===== src/design/wcs_pkg.sv =====
package wcs_pkg;

	// message kinds on the inbound channel; code 7 has no meaning and is dropped
	typedef enum logic [2:0] {
		KIND_TICK    = 3'd0,
		KIND_ACK     = 3'd1,
		KIND_REQUEST = 3'd2,
		KIND_STATUS  = 3'd3,
		KIND_ABORT   = 3'd4,
		KIND_START   = 3'd5,
		KIND_STOP    = 3'd6
	} kind_t;

	typedef enum logic [2:0] {
		ACT_ANNOUNCE     = 3'd0,
		ACT_SIG_ANNOUNCE = 3'd1,
		ACT_CHUNK_UNI    = 3'd2,
		ACT_CHUNK_BCAST  = 3'd3,
		ACT_ABORT_UNI    = 3'd4,
		ACT_ABORT_BCAST  = 3'd5,
		ACT_DONE_OK      = 3'd6,
		ACT_FAILED       = 3'd7
	} act_t;

	// configuration register indexes
	typedef enum logic [2:0] {
		REG_CHUNK_COUNT     = 3'd0,
		REG_SESSION_TAG     = 3'd1,
		REG_WITH_SIGNATURE  = 3'd2,
		REG_ACK_TIMEOUT     = 3'd3,
		REG_RETRY_LIMIT     = 3'd4,
		REG_ANNOUNCE_PERIOD = 3'd5
	} reg_idx_t;

	typedef enum logic [2:0] {
		ST_IDLE,
		ST_EXEC,
		ST_EMIT0,
		ST_EMIT1,
		ST_WINDOW
	} state_t;

	typedef struct packed {
		kind_t       kind;
		logic [15:0] msg_session;
		logic [15:0] msg_next_seq;
		logic        msg_success;
		logic [47:0] src_node;
	} msg_t;

	typedef struct packed {
		act_t        action;
		logic [47:0] dest_node;
		logic [15:0] chunk_seq;
		logic [15:0] session_out;
		logic        last_of_run;
	} res_t;

	localparam logic [15:0] RST_ACK_TIMEOUT     = 16'd2000;
	localparam logic [7:0]  RST_RETRY_LIMIT     = 8'd5;
	localparam logic [15:0] RST_ANNOUNCE_PERIOD = 16'd5000;

endpackage


===== src/design/windowed_chunk_sender.sv =====
// windowed chunk sender: sender side of a go-back-n chunk transfer
//
// msg channel (msg_valid / msg_stall / msg) carries ticks, acks, requests,
// status, abort, start and stop messages; a request is taken at an edge with
// msg_valid high and msg_stall low. res channel (res_valid / res_stall / res)
// carries the resulting announces, chunk sends, aborts and the final outcome;
// last_of_run marks the final result caused by one message.
// cfg channel (cfg_valid / cfg_ready / cfg_index / cfg_data) writes the six
// registers; cfg_ready is always high, so every write is accepted.
// a message is latched, decoded in the next cycle (ST_EXEC), and its first
// result is loaded into the output register from ST_EMIT0 or ST_WINDOW once
// the output slot is free. msg_stall stays high from the latch until the
// last result of the message is loaded, so no new message is taken before
// then; one that gives no result stalls only for its decode. a window burst
// sends one chunk per cycle while the output slot is free.
// when the receiver holds res_stall the output register keeps its result and
// the sequencer waits; no result is dropped or repeated.
// reset returns the registers to their defaults, ends any session and clears
// the output valid flag; no clearing pass is needed.
module windowed_chunk_sender #(
	parameter int WINDOW = 8
) (
	input  logic           clk,
	input  logic           arst_n,
	input  logic           msg_valid,
	output logic           msg_stall,
	input  wcs_pkg::msg_t  msg,
	output logic           res_valid,
	input  logic           res_stall,
	output wcs_pkg::res_t  res,
	input  logic           cfg_valid,
	output logic           cfg_ready,
	input  logic [2:0]     cfg_index,
	input  logic [15:0]    cfg_data
);
	import wcs_pkg::*;

	localparam int CNT_W = $clog2(WINDOW + 1);

	// configuration registers
	logic [15:0] chunk_count_q;
	logic [15:0] session_tag_q;
	logic        with_signature_q;
	logic [15:0] ack_timeout_q;
	logic [7:0]  retry_limit_q;
	logic [15:0] announce_period_q;

	// session state
	logic        active_q;
	logic        has_rx_q;
	logic [47:0] rx_addr_q;
	logic [15:0] next_q;
	logic [15:0] acked_q;
	logic [7:0]  retries_q;
	logic [15:0] since_q;

	// sequencer
	state_t           state_q, state_d;
	msg_t             item_q;
	res_t             r0_q, r1_q;
	logic             two_q;
	logic [CNT_W-1:0] cnt_q;

	logic res_valid_q;
	res_t res_q;

	// decode results for the latched message
	logic        ex_active, ex_has_rx;
	logic [47:0] ex_rx_addr;
	logic [15:0] ex_next, ex_acked, ex_since;
	logic [7:0]  ex_retries;
	res_t        ex_r0, ex_r1;
	logic        ex_one, ex_two, ex_win;

	logic        match;
	logic [16:0] elapsed;
	logic [8:0]  new_retries;

	// output side
	logic slot_free;
	logic load_res;
	res_t res_d;
	logic win_last;

	assign cfg_ready = 1'b1;
	assign msg_stall = (state_q != ST_IDLE);
	assign res_valid = res_valid_q;
	assign res       = res_q;
	assign slot_free = !res_valid_q || !res_stall;

	assign match       = active_q && (item_q.msg_session == session_tag_q);
	assign elapsed     = {1'b0, since_q} + 17'd1;
	assign new_retries = {1'b0, retries_q} + 9'd1;

	// window burst ends on the last slot of the window or the last chunk
	assign win_last = (cnt_q == CNT_W'(WINDOW - 1)) ||
		(({1'b0, next_q} + 17'd1) >= {1'b0, chunk_count_q});

	// message decode: next session state and up to two fixed results
	always_comb begin
		ex_active  = active_q;
		ex_has_rx  = has_rx_q;
		ex_rx_addr = rx_addr_q;
		ex_next    = next_q;
		ex_acked   = acked_q;
		ex_retries = retries_q;
		ex_since   = since_q;
		ex_r0      = '{action: ACT_ANNOUNCE, dest_node: '0, chunk_seq: '0,
			session_out: session_tag_q, last_of_run: 1'b1};
		ex_r1      = ex_r0;
		ex_one     = 1'b0;
		ex_two     = 1'b0;
		ex_win     = 1'b0;
		unique case (item_q.kind)
			KIND_TICK: begin
				ex_since = elapsed[16] ? 16'hFFFF : elapsed[15:0];
				if (active_q && !has_rx_q) begin
					// repeat the announce until someone connects
					if (elapsed > {1'b0, announce_period_q}) begin
						ex_one                = 1'b1;
						ex_two                = with_signature_q;
						ex_r0.last_of_run     = !with_signature_q;
						ex_r1.action          = ACT_SIG_ANNOUNCE;
						ex_since              = '0;
					end
				end else if (active_q && (next_q > acked_q)) begin
					if (elapsed > {1'b0, ack_timeout_q}) begin
						ex_retries = new_retries[8] ? 8'hFF : new_retries[7:0];
						ex_one     = 1'b1;
						if (new_retries > {1'b0, retry_limit_q}) begin
							// out of retries: abort and report failure
							ex_r0.action      = ACT_ABORT_UNI;
							ex_r0.dest_node   = rx_addr_q;
							ex_r0.last_of_run = 1'b0;
							ex_r1.action      = ACT_FAILED;
							ex_two            = 1'b1;
							ex_active         = 1'b0;
						end else begin
							// go back to the acked chunk
							ex_next         = acked_q;
							ex_r0.action    = ACT_CHUNK_UNI;
							ex_r0.dest_node = rx_addr_q;
							ex_r0.chunk_seq = acked_q;
							ex_since        = '0;
						end
					end
				end
			end
			KIND_ACK: begin
				if (match) begin
					ex_acked   = item_q.msg_next_seq;
					ex_retries = '0;
					ex_win     = next_q < chunk_count_q;
				end
			end
			KIND_REQUEST: begin
				if (match) begin
					if (!has_rx_q) begin
						ex_rx_addr = item_q.src_node;
						ex_has_rx  = 1'b1;
					end
					ex_next    = item_q.msg_next_seq;
					ex_retries = '0;
					ex_win     = item_q.msg_next_seq < chunk_count_q;
				end
			end
			KIND_STATUS: begin
				if (match) begin
					ex_active    = 1'b0;
					ex_one       = 1'b1;
					ex_r0.action = item_q.msg_success ? ACT_DONE_OK : ACT_FAILED;
				end
			end
			KIND_ABORT: begin
				if (match) begin
					ex_active = 1'b0;
				end
			end
			KIND_START: begin
				if (!active_q) begin
					ex_active         = 1'b1;
					ex_has_rx         = 1'b0;
					ex_rx_addr        = '0;
					ex_next           = '0;
					ex_acked          = '0;
					ex_retries        = '0;
					ex_since          = '0;
					ex_one            = 1'b1;
					ex_two            = with_signature_q;
					ex_r0.last_of_run = !with_signature_q;
					ex_r1.action      = ACT_SIG_ANNOUNCE;
				end
			end
			KIND_STOP: begin
				if (active_q) begin
					ex_active = 1'b0;
					ex_one    = 1'b1;
					if (has_rx_q) begin
						ex_r0.action    = ACT_ABORT_UNI;
						ex_r0.dest_node = rx_addr_q;
					end else begin
						ex_r0.action = ACT_ABORT_BCAST;
					end
				end
			end
			default: begin
			end
		endcase
	end

	// next state
	always_comb begin
		state_d = state_q;
		unique case (state_q)
			ST_IDLE: begin
				if (msg_valid) state_d = ST_EXEC;
			end
			ST_EXEC: begin
				if (ex_win)      state_d = ST_WINDOW;
				else if (ex_one) state_d = ST_EMIT0;
				else             state_d = ST_IDLE;
			end
			ST_EMIT0: begin
				if (slot_free) state_d = two_q ? ST_EMIT1 : ST_IDLE;
			end
			ST_EMIT1: begin
				if (slot_free) state_d = ST_IDLE;
			end
			ST_WINDOW: begin
				if (slot_free && win_last) state_d = ST_IDLE;
			end
			default: state_d = ST_IDLE;
		endcase
	end

	// output register load
	always_comb begin
		load_res = 1'b0;
		res_d    = r0_q;
		unique case (state_q)
			ST_EMIT0: begin
				load_res = slot_free;
				res_d    = r0_q;
			end
			ST_EMIT1: begin
				load_res = slot_free;
				res_d    = r1_q;
			end
			ST_WINDOW: begin
				load_res          = slot_free;
				res_d.action      = has_rx_q ? ACT_CHUNK_UNI : ACT_CHUNK_BCAST;
				res_d.dest_node   = has_rx_q ? rx_addr_q : '0;
				res_d.chunk_seq   = next_q;
				res_d.session_out = session_tag_q;
				res_d.last_of_run = win_last;
			end
			default: begin
			end
		endcase
	end

	always_ff @(posedge clk or negedge arst_n) begin
		if (!arst_n) begin
			state_q     <= ST_IDLE;
			res_valid_q <= 1'b0;
		end else begin
			state_q <= state_d;
			if (load_res)       res_valid_q <= 1'b1;
			else if (!res_stall) res_valid_q <= 1'b0;
		end
	end

	// payload registers
	always_ff @(posedge clk) begin
		if (load_res) res_q <= res_d;
		if (state_q == ST_IDLE && msg_valid) item_q <= msg;
		if (state_q == ST_EXEC) begin
			r0_q  <= ex_r0;
			r1_q  <= ex_r1;
			two_q <= ex_two;
		end
	end

	// session state and the window step counter
	always_ff @(posedge clk or negedge arst_n) begin
		if (!arst_n) begin
			active_q  <= 1'b0;
			has_rx_q  <= 1'b0;
			rx_addr_q <= '0;
			next_q    <= '0;
			acked_q   <= '0;
			retries_q <= '0;
			since_q   <= '0;
			cnt_q     <= '0;
		end else if (state_q == ST_EXEC) begin
			active_q  <= ex_active;
			has_rx_q  <= ex_has_rx;
			rx_addr_q <= ex_rx_addr;
			next_q    <= ex_next;
			acked_q   <= ex_acked;
			retries_q <= ex_retries;
			since_q   <= ex_since;
			cnt_q     <= '0;
		end else if (state_q == ST_WINDOW && slot_free) begin
			next_q  <= next_q + 16'd1;
			since_q <= '0;
			cnt_q   <= cnt_q + CNT_W'(1);
		end
	end

	// configuration writes
	always_ff @(posedge clk or negedge arst_n) begin
		if (!arst_n) begin
			chunk_count_q     <= '0;
			session_tag_q     <= '0;
			with_signature_q  <= 1'b0;
			ack_timeout_q     <= RST_ACK_TIMEOUT;
			retry_limit_q     <= RST_RETRY_LIMIT;
			announce_period_q <= RST_ANNOUNCE_PERIOD;
		end else if (cfg_valid && cfg_ready) begin
			unique case (cfg_index)
				REG_CHUNK_COUNT:     chunk_count_q     <= cfg_data;
				REG_SESSION_TAG:     session_tag_q     <= cfg_data;
				REG_WITH_SIGNATURE:  with_signature_q  <= cfg_data[0];
				REG_ACK_TIMEOUT:     ack_timeout_q     <= cfg_data;
				REG_RETRY_LIMIT:     retry_limit_q     <= cfg_data[7:0];
				REG_ANNOUNCE_PERIOD: announce_period_q <= cfg_data;
				default: begin
				end
			endcase
		end
	end

endmodule


===== config.mk =====
export PLATFORM = sky130hd
export DESIGN_NAME = windowed_chunk_sender
export DESIGN_NICKNAME = d
export VERILOG_FILES = /design/src/design/wcs_pkg.sv /design/src/design/windowed_chunk_sender.sv
export SDC_FILE = /design/constraint.sdc
export NUM_CORES = 1
export LEC_CHECK = 0
export BUFFER_PORTS_ARGS = -buffer_cell sky130_fd_sc_hd__buf_2
export CORE_UTILIZATION = 35
export DETAILED_ROUTE_END_ITERATION = 16
export GPL_TIMING_DRIVEN = 1
export MAX_ROUTING_LAYER = met4
export PLACE_DENSITY = 0.54
export SLEW_MARGIN = 0
export SYNTH_ARGS = -nofsm -noshare
export SYNTH_HDL_FRONTEND = slang
export SYNTH_SLANG_ARGS = --single-unit

===== constraint.sdc =====
create_clock -name clk -period 9.5 [get_ports clk]
set_input_delay 0.475 -clock clk [delete_from_list [all_inputs] [get_ports clk]]
set_output_delay 0.475 -clock clk [all_outputs]
set_load 0.05 [all_outputs]

==> flow_metrics.py <==
metrics = {
    "run_status": {
        "run_status": "finished, final reports clean",
    },
    "logic_synthesis": {
        "synth_top_area_cell": "edfxtp_1",
        "post_synth_instance_area_um2": 20500,
        "syn_avg_cell_area_um2": 11.8,
        "number_of_flops_mapped_to_enable_cells_by_yosys": 255,
        "synthDominantCellAreaShare_pct": 37.4,
        "synth.ff_latch_count": 442,
        "cells_after_synthesis": 1736,
        "yosys-top-cells-area": "edfxtp_1 37%, dfrtp_1 21%, ha_1 6.5%",
        "ys_warn_count": 0,
        "synth_seq_area_share_pct": 60.3,
        "async_reset_ff_share_pct": 42.3,
        "synth.lib_cells_used.distinct": 74,
        "synth.net_count": 1951,
        "ys_dominant_reg_cell": "edfxtp_1",
    },
    "global_route": {
        "grtUsageTotal_pct": 19.6,
        "largest_net_degree_at_the_start_of_global_routing": 97,
        "number_of_antenna_violations_at_the_first_check_in_global_routing": 0,
        "global_route_wire_length_before_repair_um": 86600,
        "number_of_global_route_vias_before_repair": 14100,
        "grt_busiest_layer": "met2",
        "grtUsageMet1_pct": 25.9,
        "grt_use_met2_pct": 31.0,
        "global_route.overflow_total": 0,
        "grt_use_met3_pct": 2.64,
    },
    "timing": {
        "clock.fmax_ghz": 0.211,
        "finalCritPeriodShare_pct": 49.8,
        "setup_viol_count_final": 0,
        "maxSlewViolCount": 0,
        "fin_tns_setup_ps": 0,
        "maxSlewHeadroom_pct": 24.9,
        "layout_setup_ws_ps": 4770,
        "hold_viol_final": 0,
        "grt_setup_unrepaired": "no",
        "finalCriticalPeriod_ps": 4730,
        "final.setup_skew_ps": 22.8,
        "tightestPinTransition_ps": 1130,
    },
    "setup_path": {
        "worst_ep_arrival_time_ps": 5250,
        "r2r_start": "since_q[0]$_DFFE_PN0P_",
        "startpoint_type": "flip-flop",
        "crit_required_ps": 10020,
        "timing.critical_path.to_type": "flip-flop",
        "crit_type": "flip-flop to flip-flop",
        "critical_path.startpoint": "since_q[0]$_DFFE_PN0P_",
        "crit_path_max_fanout": 16,
    },
    "cells_and_area": {
        "multi_input_comb_area_um2": 7590,
        "most-common-layout-cells": "256 x nand2_1, 255 x edfxtp_1, 192 x buf_2, 174 x dfrtp_1, 131 x o21ai_0",
        "area.growth.synth_to_final_pct": 17.5,
        "ratio_of_cells_with_drive_above_1_in_the_final_layout_pct": 20.2,
        "n_antenna_cell": 0,
        "fillCellCount": 5517,
        "finish.net_count": 2142,
        "layout.cells.most_common": "nand2_1",
        "ff_latch_area_um2": 12400,
    },
    "place": {
        "dp_hpwl_um": 37700,
        "numPortBuffers": 193,
        "gpl.final_weighted_congestion": 0.884,
        "dp_slack_ps": 4800,
    },
    "routing": {
        "drtPass1Iterations": 5,
        "via_count": 14100,
        "totalWireLength_um": 56300,
        "drt_iter0_markers": 846,
        "remaining_drc_errors": 0,
        "drtAntennaViolNets": 0,
        "routedWlPerCell_um": 20.6,
        "detail_route.vias_per_cell": 5.15,
    },
    "run": {
        "number_of_max_capacitance_violations_reported": 0,
    },
    "floorplanning": {
        "initial_core_util_pct": 35.5,
        "floorplan.core_area_um2": 57800,
        "die-width_um": 244,
        "boundaryPins": 195,
        "die_area_um2": 59500,
        "die_h_um": 244,
        "placementRows": 88,
    },
    "clocking": {
        "ctsRootBufferMaster": "clkbuf_16",
        "cts.reportedPaths.clkPinSlew_ps": 60,
        "clock_tree_buffer_depth": 3,
        "cts_resized": 0,
        "tritoncts.num_buffers": 50,
        "clock_sink_count": 442,
        "clkLatencyLatePin_ps": 610,
        "htreeDepth": 2,
        "cts_tree": "done",
    },
    "min_path": {
        "min-delay-start": "msg[1]",
        "hold_path_class": "input port to flip-flop",
    },
    "power": {
        "pwr_density_cell_nw_per_um2": 246,
        "power_leakage_nw": 10.2,
        "worst_ir_drop_vdd_v": 0.000159,
    },
}
-- cell families (layout without fill, tap and decap cells) --
family          count (synthesis)  in the layout  share of synthesized area [%]
other cells                     1              1                         0.0183
xor+xnor                       55             55                           2.35
flops                         442            442                           60.3
buf+inv                       164            397                           3.09
compound gates                381            381                           12.3
fa+ha+maj                     107            107                           6.53
simple gates                  527            527                           12.2
mux                            59             59                           3.25
-- metrics by stage --
| stage | cells | cell area, um2 | hold WS, ps | utilization (%) | power (mW) |
|---|---|---|---|---|---|
| floorplan | 1736 | 20500 | 179 | - | 3.53 |
| global placement | 2635 | 22400 | 479 | 38.7 | 3.93 |
| detailed placement | 2635 | 22400 | 487 | 38.7 | 3.99 |
| CTS | 2734 | 24100 | 0.398 | 41.7 | 5.98 |
| global route | 2734 | 24100 | 6.60 | 41.7 | 6.26 |
| finish | 2734 | 24100 | 37.3 | 41.7 | 5.92 |
-- power by group --
part / internal [mW] / switching [mW] / total, mW
combinational: 0.491 / 0.731 / 1.22
sequential: 2.43 / 0.310 / 2.74
clock: 1.14 / 0.825 / 1.96
total: 4.05 / 1.87 / 5.92
-- layer usage --
metal | vias to the layer above | routed length, um
met5 | - | 0
li1 | 6649 | -
met2 | 371 | 26600
met3 | 104 | 2680
met1 | 6958 | 25200
met4 | 0 | 1860
-- path summary, 6_finish.rpt --
check / end / slack [ps] / cells past startpoint
max: since_q[13]$_DFFE_PN0P_ / 4770 / 16
min: item_q[1]$_DFFE_PP_ / 40 / 1
max reg2reg: since_q[13]$_DFFE_PN0P_ / 4770 / 16
min reg2reg: rx_addr_q[0]$_DFFE_PN0P_ / 500 / 2
max in group asynchronous: rx_addr_q[12]$_DFFE_PN0P_ / 7700 / 3
min in group asynchronous: retry_limit_q[4]$_DFFE_PN0P_ / 460 / 2
-- layout make-up --
| cell class | count | area share, % |
|---|---|---|
| inverters | 84 | 1.32 |
| clock buffers | 65 | 5.68 |
| multi-input cells | 1130 | 31.5 |
| well taps | 765 | 3.97 |
| repair buffers | 219 | 4.91 |
| flip-flops and latches | 442 | 51.3 |
| clock inverters | 29 | 1.32 |
-- Yosys cell counts (25+ instances only) --
| cell type | instances |
|---|---|
| nand2_1 | 257 |
| edfxtp_1 | 255 |
| dfrtp_1 | 174 |
| o21ai_0 | 131 |
| ha_1 | 107 |
| inv_1 | 83 |
| and2_1 | 66 |
| clkbuf_1 | 66 |
| a21oi_1 | 62 |
| a22o_1 | 62 |
| nor2_1 | 60 |
| mux2_2 | 57 |
| nand3_1 | 40 |
| xnor2_1 | 29 |
| xor2_1 | 26 |
| a21o_1 | 25 |
-- flip-flops by register name (all words and copies together) (netlist names) --
| register | cells |
|---|---|
| ack_timeout_q | 16 |
| acked_q | 16 |
| active_q | 1 |
| announce_period_q | 16 |
| chunk_count_q | 16 |
| cnt_q | 4 |
| has_rx_q | 1 |
| item_q | 84 |
| next_q | 16 |
| r0_q | 68 |
| r1_q | 18 |
| res | 84 |
| res_valid | 1 |
| retries_q | 8 |
| retry_limit_q | 8 |
| rx_addr_q | 48 |
| session_tag_q | 16 |
| since_q | 16 |
| state_q | 3 |
| two_q | 1 |
| with_signature_q | 1 |
-- worst max-delay path, cell delays in order, from the launching register on --
cell and delay (ps):
dfrtp_1 420, and3_1 250, and3_1 260, nand2_1 90, nor2_1 290, and4_1 300, nand4_1 170, xnor2_1 200
ha_1 310, nand4_1 120, or3_1 410, nor3_1 210, a31o_2 200, a211oi_1 120, nor3_2 880, o21ai_0 210
a2bb2oi_1 220
-- repair_timing --
item | CTS | global route
endpoints found under the hold margin | 57 | 0
setup buffers | 0 | 0
hold buffers | 5 | 0
(Power assumes the default switching activity.)
